$ cat config.mk
export PLATFORM = sky130hd
export DESIGN_NAME = lrs_store
export DESIGN_NICKNAME = d
export VERILOG_FILES = /design/src/rtl/logistic_regression_sgd_defines.svh /design/src/rtl/lrs_pkg.sv /design/src/rtl/lrs_store.sv
export SDC_FILE = /design/constraint.sdc
export NUM_CORES = 1
export LEC_CHECK = 0
export BUFFER_PORTS_ARGS = -buffer_cell sky130_fd_sc_hd__buf_2
export CAP_MARGIN = 20
export CORE_UTILIZATION = 55
export CTS_CLUSTER_DIAMETER = 150
export DETAILED_ROUTE_END_ITERATION = 16
export GPL_TIMING_DRIVEN = 0
export PLACE_DENSITY = 0.69
export REMOVE_ABC_BUFFERS = 1
export SETUP_SLACK_MARGIN = 0.4
export SYNTH_ARGS = -nofsm -noshare
export SYNTH_HDL_FRONTEND = slang
export SYNTH_SLANG_ARGS = --single-unit
$ cat constraint.sdc
create_clock -name clock -period 5.65 [get_ports clock]
set_input_delay 1.13 -clock clock [delete_from_list [all_inputs] [get_ports clock]]
set_output_delay 1.13 -clock clock [all_outputs]
set_load 0.03 [all_outputs]
$ cat src/rtl/logistic_regression_sgd_defines.svh
// ---------------------------------------------------------------------------
// Assertion macros for the logistic regression engine
// Shared concurrent assertion forms, clocked on clock and disabled in reset.
// ---------------------------------------------------------------------------
`ifndef LOGISTIC_REGRESSION_SGD_DEFINES_SVH
`define LOGISTIC_REGRESSION_SGD_DEFINES_SVH

// Same-cycle implication.
`define LRS_ASSERT_IMP(lbl, ante, cons) \
   lbl: assert property (@(posedge clock) disable iff (reset) (ante) |-> (cons)) \
      else $error("lrs assertion failed");

// Next-cycle implication.
`define LRS_ASSERT_NXT(lbl, ante, cons) \
   lbl: assert property (@(posedge clock) disable iff (reset) (ante) |=> (cons)) \
      else $error("lrs assertion failed");

`endif

$ cat src/rtl/lrs_pkg.sv
// ---------------------------------------------------------------------------
// Logistic regression engine package
// Defaults, state codes, store control type and the sigmoid table builder.
// ---------------------------------------------------------------------------
package lrs_pkg;

   localparam int MAX_FEATURES_DEF    = 16;
   localparam int SIGMOID_ENTRIES_DEF = 256;
   localparam int FRACTION_BITS_DEF   = 16;

   localparam logic [15:0] RATE_RESET = 16'd655;

   typedef enum logic [3:0] {
      ST_IDLE,
      ST_MUL,
      ST_ACC,
      ST_ZSUM,
      ST_LOOK,
      ST_PROB,
      ST_GAIN,
      ST_BIAS,
      ST_UREAD,
      ST_UMUL,
      ST_UADD,
      ST_UWRITE
   } state_type;

   typedef struct packed {
      logic rd_en;
      logic w_we;
      logic s_we;
   } store_ctl_type;

   // Saturate a wide signed value to 32 bits.
   function automatic logic signed [31:0] sat32(input logic signed [39:0] v);
      logic signed [31:0] r;
      if (v > 40'sh007FFFFFFF) begin
         r = 32'sh7FFFFFFF;
      end else if (v < -40'sh0080000000) begin
         r = -32'sh80000000;
      end else begin
         r = v[31:0];
      end
      return r;
   endfunction

   // Unsigned long division by shift and subtract, for elaboration only.
   function automatic longint unsigned udiv64(input longint unsigned num,
                                              input longint unsigned dvs);
      longint unsigned q;
      longint unsigned rem;
      q   = '0;
      rem = '0;
      for (int b = 63; b >= 0; b--) begin
         rem = {rem[62:0], num[b]};
         if (rem >= dvs) begin
            rem  = rem - dvs;
            q[b] = 1'b1;
         end
      end
      return q;
   endfunction

   // Sigmoid table entry k of n, evaluated during elaboration only.
   function automatic logic [15:0] sig_entry(input int k, input int n);
      longint one;
      longint r;
      longint sum;
      longint term;
      longint unsigned mag;
      longint unsigned den;
      longint unsigned p;
      int d;
      logic neg;
      one  = longint'(1) <<< 30;
      d    = 2 * k - n;
      neg  = (d < 0);
      mag  = neg ? longint'(-d) : longint'(d);
      r    = longint'(udiv64(mag << 30, 64'(n)));
      sum  = one;
      term = one;
      for (int i = 1; i <= 20; i++) begin
         term = longint'(udiv64(longint'((longint'(term) * longint'(r)) >> 30), 64'(i)));
         if (i[0]) begin
            sum = sum - term;
         end else begin
            sum = sum + term;
         end
      end
      if (sum < 0) begin
         sum = 0;
      end
      if (sum > one) begin
         sum = one;
      end
      for (int s = 0; s < 3; s++) begin
         sum = longint'((longint'(sum) * longint'(sum)) >> 30);
      end
      den = longint'(one) + longint'(sum);
      p   = udiv64((64'd1 << 46) + (den >> 1), den);
      if (neg) begin
         p = 64'd65536 - p;
      end
      if (p > 64'd65535) begin
         p = 64'd65535;
      end
      return p[15:0];
   endfunction

endpackage

$ cat src/rtl/lrs_store.sv
// ---------------------------------------------------------------------------
// Weight and sample store
// Two single-port synchronous memories; weights carry valid bits so that an
// entry never written reads as zero after reset.
// ---------------------------------------------------------------------------
module lrs_store #(
   parameter int MAX_FEATURES = lrs_pkg::MAX_FEATURES_DEF,
   parameter int AW           = 4
) (
   input  logic                  clock,
   input  logic                  reset,
   input  lrs_pkg::store_ctl_type ctl,
   input  logic [AW-1:0]         addr,
   input  logic signed [31:0]    w_wdata,
   input  logic signed [31:0]    s_wdata,
   output logic signed [31:0]    w_rdata,
   output logic signed [31:0]    s_rdata
);

   logic signed [31:0] w_mem [MAX_FEATURES];
   logic signed [31:0] s_mem [MAX_FEATURES];

   logic [MAX_FEATURES-1:0] wval_ff, wval_in;
   logic signed [31:0]      w_rd_ff;
   logic signed [31:0]      s_rd_ff;
   logic                    rdval_ff;

   always_comb begin
      wval_in = wval_ff;
      if (ctl.w_we) begin
         wval_in[addr] = 1'b1;
      end
   end

   always_ff @(posedge clock) begin
      if (reset) begin
         wval_ff <= '0;
      end else begin
         wval_ff <= wval_in;
      end
   end

   always_ff @(posedge clock) begin
      if (ctl.w_we) begin
         w_mem[addr] <= w_wdata;
      end
      if (ctl.s_we) begin
         s_mem[addr] <= s_wdata;
      end
      if (ctl.rd_en) begin
         w_rd_ff  <= w_mem[addr];
         s_rd_ff  <= s_mem[addr];
         rdval_ff <= wval_ff[addr];
      end
   end

   assign w_rdata = rdval_ff ? w_rd_ff : '0;
   assign s_rdata = s_rd_ff;

endmodule

==> results of run 1 <==
-- cells by family after synthesis --
family / count (synthesis) / share of synthesized area, %
buffers and inverters: 99 / 1.16
multiplexers: 260 / 14.2
AO/OA/AOI/OAI: 146 / 2.56
AND/OR/NAND/NOR: 165 / 1.84
flip-flops: 1105 / 80.2
-- synthesized netlist by cell type --
cell	instances
a21oi_1	16
buf_1	9
nand3b_1	4
nand2b_1	2
and3_1	1
nand3_1	2
nor2_1	49
buf_6	8
dfxtp_1	16
buf_2	35
mux4_2	260
nand2_1	66
buf_4	1
or3b_2	2
and2_1	33
a22oi_1	130
edfxtp_1	1089
and3b_1	2
nor3b_1	1
clkbuf_1	46
nor2b_1	2
or2_2	1
-- critical path, cell delays in order --
cell and delay [ns]:
buf_8 0.45, buf_16 0.41, nand3_1 0.50, nor2_4 0.80, buf_16 0.24
-- routing by layer --
metal  vias to the layer above  part of all wire [%]
met5                         -                  0.13
li1                       7943                     -
met1                      9992                    40
met3                       179                   5.6
met2                       721                    52
met4                        18                   2.9
-- final timing paths --
check | from | to | slack, ns | cells past startpoint
max | addr[1] | s_mem[15][31] | 2.23 | 5
min reg2reg | wval_ff[1] | wval_ff[1] | 0.48 | 2
min | wval_ff[1] | wval_ff[1] | 0.48 | 2
max reg2reg | s_mem[11][10] | s_rdata[10] | 4.10 | 3
-- flip-flops by register name, summed over array words and instances, names as in the netlist --
name      cells
s_mem       512
w_mem       512
s_rdata      32
w_rd_ff      32
wval_ff      16
rdval_ff      1
-- power groups by stage --
stage               clock network [µW]  logic, µW  registers (µW)
finish                            7180        869            9270
CTS                               7280        884            9270
global route                      7590        933            9280
detailed placement                   0        879            9440
floorplan                            0        392            9470
global placement                     0        915            9450
-- through the flow --
step / instance area [µm²] / total power (µW)
detailed placement: 44000 / 10300
CTS: 47500 / 17400
floorplan: 40700 / 9860
global route: 47500 / 17800
finish: 47600 / 17300
global placement: 42600 / 10400
-- cell type report --
type	count	area, µm²	area share, %
flip-flops and latches	1105	33000	69.4
multi-input cells	571	7940	16.7
clock buffers	127	2840	5.97
repair buffers	185	1830	3.86
clock inverters	65	706	1.48
diodes	7	17.5	0.0368
well taps	959	1200	2.52
==> summary.md, run 1 <==
| Metric | Value |
|---|---|
| Synth top area share | 79.4% |
| Tightest Pin Transition | 0.944 ns |
| Critical Path Source Type | input pin |
| Max Buffers Root-to-Sink | 3 |
| Final setup margin | 2.23 ns |
| Synth unique cells | 22 |
| Cell Area, Synth | 41200 µm² |
| Cell taking the most area after synthesis | edfxtp_1 |
| Root buf cell | clkbuf_16 |
| Commonest non-fill, non-tap cells in the layout | edfxtp_1, mux4_2, buf_2 |
| Initial antenna violation count | 13 |
| DR vias | 18900 |
| # DRC | 0 |
| Share of layout cells above drive strength 1 | 30.8% |
| Met1 Use GR | 30.9% |
| Yosys warning count | 0 |
| Net Sw Power | 3470 µW |
| Antenna-violating nets left | 0 |
| Leakage | 0.0152 µW |
| Sequential element share of the synthesized area | 80.2% |
| Commonest non-fill, non-tap cell in the layout | edfxtp_1 |
| Setup Buffers After CTS | 0 |
| CTS clock-pin slew for the worst setup and hold paths | 0.06 ns |
| Rows | 99 |
| CTS Sinks | 1105 |
| Vias per inst | 6.24 |
| Final setup violation count | 0 |
| Layout fillers | 4694 |
| Placed cell count | 2820 |
| Largest net degree at the start of global routing | 101 |
| Arr. time, crit path | 3.77 ns |
| Count of pins over their slew limit | 0 |
| Die area | 76000 µm² |
| GR Util met3 | 3.65% |
| Worst VDD drop | 301 µV |
| Die Ht | 276 µm |
| Clock power frac | 41.4% |
| Fin cells | 3019 |
| Slew HR | 37.1% |
| #FFs+latches synth | 1105 |
| Met2 Track Usage GR | 39.8% |
| Synth top area cells | edfxtp_1, mux4_2, a22oi_1 |
| Clock buffer count from CTS | 107 |
| TritonCTS clock tree | built |
| Initial Utilization | 56.0% |
| GR Overflow Total | 0 |
| H-tree lvl count | 3 |
| Setup Crit Path Kind | input pin to register |
| Insertion delay to the later sink of the worst-skew pair | 0.66 ns |
| RSZ-0062 raised after global routing | false |
| Min Tclk post-route | 3.42 ns |
| Max Cap Violations | 0 |
| Switching Share | 20.1% |
| Detailed Routing Iterations Pass 1 | 5 |
| Flop pwr share | 53.5% |
| CP max FO | 99 |
| Required @ worst endpoint | 6.00 ns |
| Fin Hold WS | 0.476 ns |
| Hold crit path type | register to register |
| Chip width | 276 µm |
| Gr busiest metal | met2 |
| CP endpoint kind | register |
| Post-Place Setup Slack | 1.39 ns |
| Vias in the first global route | 19700 |
| # IOs | 137 |
| GR Util All Layers | 23.4% |
| Layout area overhead | 15.5% |
| Synth Instances | 1775 |
| Nets | 2043 |
| Final WL | 86400 µm |
| Final Cycle Share | 60.6% |
| PortBufs | 136 |
| Avg Cell Area, Syn | 23.2 µm² |
| Power Density | 364 nW/µm² |
| Core region area | 73500 µm² |
| Comb pwr share | 5.0% |
| Post_cts resized | 0 |
| Final hold viol count | 0 |
| First-pass GRT wire length | 126000 µm |
| DR iter-0 viols | 1843 |
| Utilization after layout | 64.7% |
| Hold_buf cts | 0 |
| P_int | 13800 µW |
| Wire per inst | 28.6 µm |
| Result of the run | finished, final reports clean |
| Setup_tns | 0 ns |
| Post-DP HPWL | 48600 µm |
| Achievable Freq | 0.292 GHz |
| Gpl congestion | 0.691 |
| Fin Clk Skew | 0.0212 ns |
No activity file was read; power rests on OpenSTA's default activity.
==> run 2, diff against run 1 <==
- clock period: 5.65 -> 3.26 ns (I/O delays scaled with it)
==> run 2 against run 1 <==
Core utilization is 0.57 points higher. Clock power is 74% higher. Worst hold slack worse by 0.13 ns. Total power is 74% higher. Sequential share of layout area is 0.60 points lower. Critical path depth stayed put. Largest cell class unchanged. Critical endpoint is now w_mem[3][24]. Setup slack worse by 1.8 ns. Count of clock-buffer cells in the layout stayed put. Global-route usage is 0.44 points higher. Sequential power is 74% higher. Register-to-register slack worse by 2.4 ns. Critical path type unchanged. Clock skew is 0.0035 ns lower.
==> summary.md, run 2 (synthesis results as in run 1) <==
| Metric | Value |
|---|---|
| Share of layout cells above drive strength 1 | 31.8% |
| DR iter-0 viols | 1867 |
| Commonest non-fill, non-tap cells in the layout | edfxtp_1, mux4_2, buf_2 |
| Switching Share | 20.2% |
| CP startpoint | addr[1] |
| CTS Sinks | 1105 |
| GR Overflow Total | 0 |
| Final hold viol count | 0 |
| Net Sw Power | 6070 µW |
| Vias per inst | 6.26 |
| Initial antenna violation count | 14 |
| # DRC | 0 |
| Insertion delay to the later sink of the worst-skew pair | 0.65 ns |
| # IOs | 137 |
| Critical Path Source Type | input pin |
| Max Buffers Root-to-Sink | 3 |
| Root buf cell | clkbuf_16 |
| Min Tclk post-route | 2.81 ns |
| Die Ht | 276 µm |
| CP max stage cell | nor2_4 |
| Max Cap Violations | 0 |
| GR Util All Layers | 23.8% |
| Wire per inst | 29.2 µm |
| Arr. time, crit path | 3.15 ns |
| Tightest Pin Transition | 0.954 ns |
| Count of pins over their slew limit | 0 |
| Worst reg-to-reg setup slack | 1.71 ns |
| Clock buffer count from CTS | 107 |
| Result of the run | finished, final reports clean |
| Comb pwr share | 5.1% |
| Largest registers | s_mem: 512 flops, w_mem: 512 flops |
| Chip width | 276 µm |
| Gpl congestion | 0.691 |
| Max incr delay on CP | 0.61 ns |
| Leakage | 0.0155 µW |
| Worst VDD drop | 521 µV |
| Hold crit path type | input pin to register |
| Final Cycle Share | 86.1% |
| Rows | 99 |
| Flop pwr share | 53.4% |
| Setup Crit Path Kind | input pin to register |
| Core region area | 73500 µm² |
| Post-DP HPWL | 48600 µm |
| Commonest non-fill, non-tap cell in the layout | edfxtp_1 |
| TritonCTS clock tree | built |
| Achievable Freq | 0.356 GHz |
| WP depth | 5 |
| Detailed Routing Iterations Pass 1 | 5 |
| Vias in the first global route | 19800 |
| First-pass GRT wire length | 128000 µm |
| Critical path's top delay family | buffers and inverters |
| CP max FO | 99 |
| Initial Utilization | 56.0% |
| RSZ-0062 raised after global routing | true |
| Required @ worst endpoint | 3.61 ns |
| Fin Clk Skew | 0.0177 ns |
| Clock power frac | 41.4% |
| Largest net degree at the start of global routing | 101 |
| Final setup violation count | 0 |
| CTS clock-pin slew for the worst setup and hold paths | 0.06 ns |
| Total Power | 30100 µW |
| R2R Path End | w_rd_ff[5] |
| CP endpoint kind | register |
| Layout area overhead | 16.5% |
| DR vias | 19100 |
| Setup_tns | 0 ns |
| Slew HR | 36.4% |
| Nets | 2072 |
| Power Density | 627 nW/µm² |
| Hold_buf cts | 0 |
| Die area | 76000 µm² |
| PortBufs | 136 |
| Reg2reg start | w_mem[7][5] |
| Worst Setup EP | w_mem[3][24] |
| Post_cts resized | 0 |
| Crit path buf inv count | 3 |
| Worst-path cell chain | buf_8 -> buf_16 -> nand3_1 -> nor2_4 -> buf_12 |
| Final WL | 88900 µm |
| Antenna-violating nets left | 0 |
| H-tree lvl count | 3 |
| Hold path start | reset |
| Depth of the most critical reg-to-reg path | 3 |
| P_int | 24000 µW |
-- run 2: what timing repair did --
| action | CTS | global route |
|---|---|---|
| buffers inserted | 5 | 21 |
| endpoints found under the setup margin | 46 | 244 |
| pin swaps | 2 | 13 |
| gates cloned | 2 | 1 |
-- run 2: per-layer routing --
metal  vias up  wire length [µm]  global-route usage [%]
li1       7995                 -                       -
met1     10100             34500                    31.4
met2       740             46500                    40.7
met3       192              5280                    3.66
met4        16              2560                    8.37
met5         -               106                       0
-- run 2: layout make-up --
class / instances / area, µm²
flip-flops and latches: 1105 / 33000
diodes: 5 / 12.5
well taps: 959 / 1200
multi-input cells: 571 / 7940
repair buffers: 214 / 2260
fillers: 4640 / 25500
clock buffers: 127 / 2840
clock inverters: 65 / 706
-- run 2: through the flow --
stage,instances,util (%),instance area [µm²],worst slack [ns],hold slack [ns]
after detailed placement,2820,59.9,44000,-0.521,0.460
after global routing,3044,65.3,48000,0.382,0.339
after global placement,2771,58.0,42600,-9.88,0.447
after CTS,3019,64.9,47700,0.406,0.305
final,3046,65.3,48000,0.454,0.348
after floorplan,1676,-,40700,-0.182,0.431
-- run 2: how the worst min path moves through the flow --
| stage | end | slack, ns | depth (start not counted) |
|---|---|---|---|
| finish | wval_ff[13] | 0.35 | 2 |
| global route | s_mem[1][24] | 0.34 | 1 |
| CTS | wval_ff[2] | 0.31 | 2 |
| detailed placement | wval_ff[13] | 0.46 | 2 |
| global placement | wval_ff[9] | 0.45 | 2 |
| floorplan | wval_ff[10] | 0.43 | 2 |
-- run 2: power groups by stage --
stage | clock network (µW) | registers, µW | logic [µW]
after global routing | 13200 | 16100 | 1660
after detailed placement | 0 | 16400 | 1520
final | 12500 | 16100 | 1550
after global placement | 0 | 16400 | 1590
after floorplan | 0 | 16400 | 679
after CTS | 12600 | 16100 | 1550
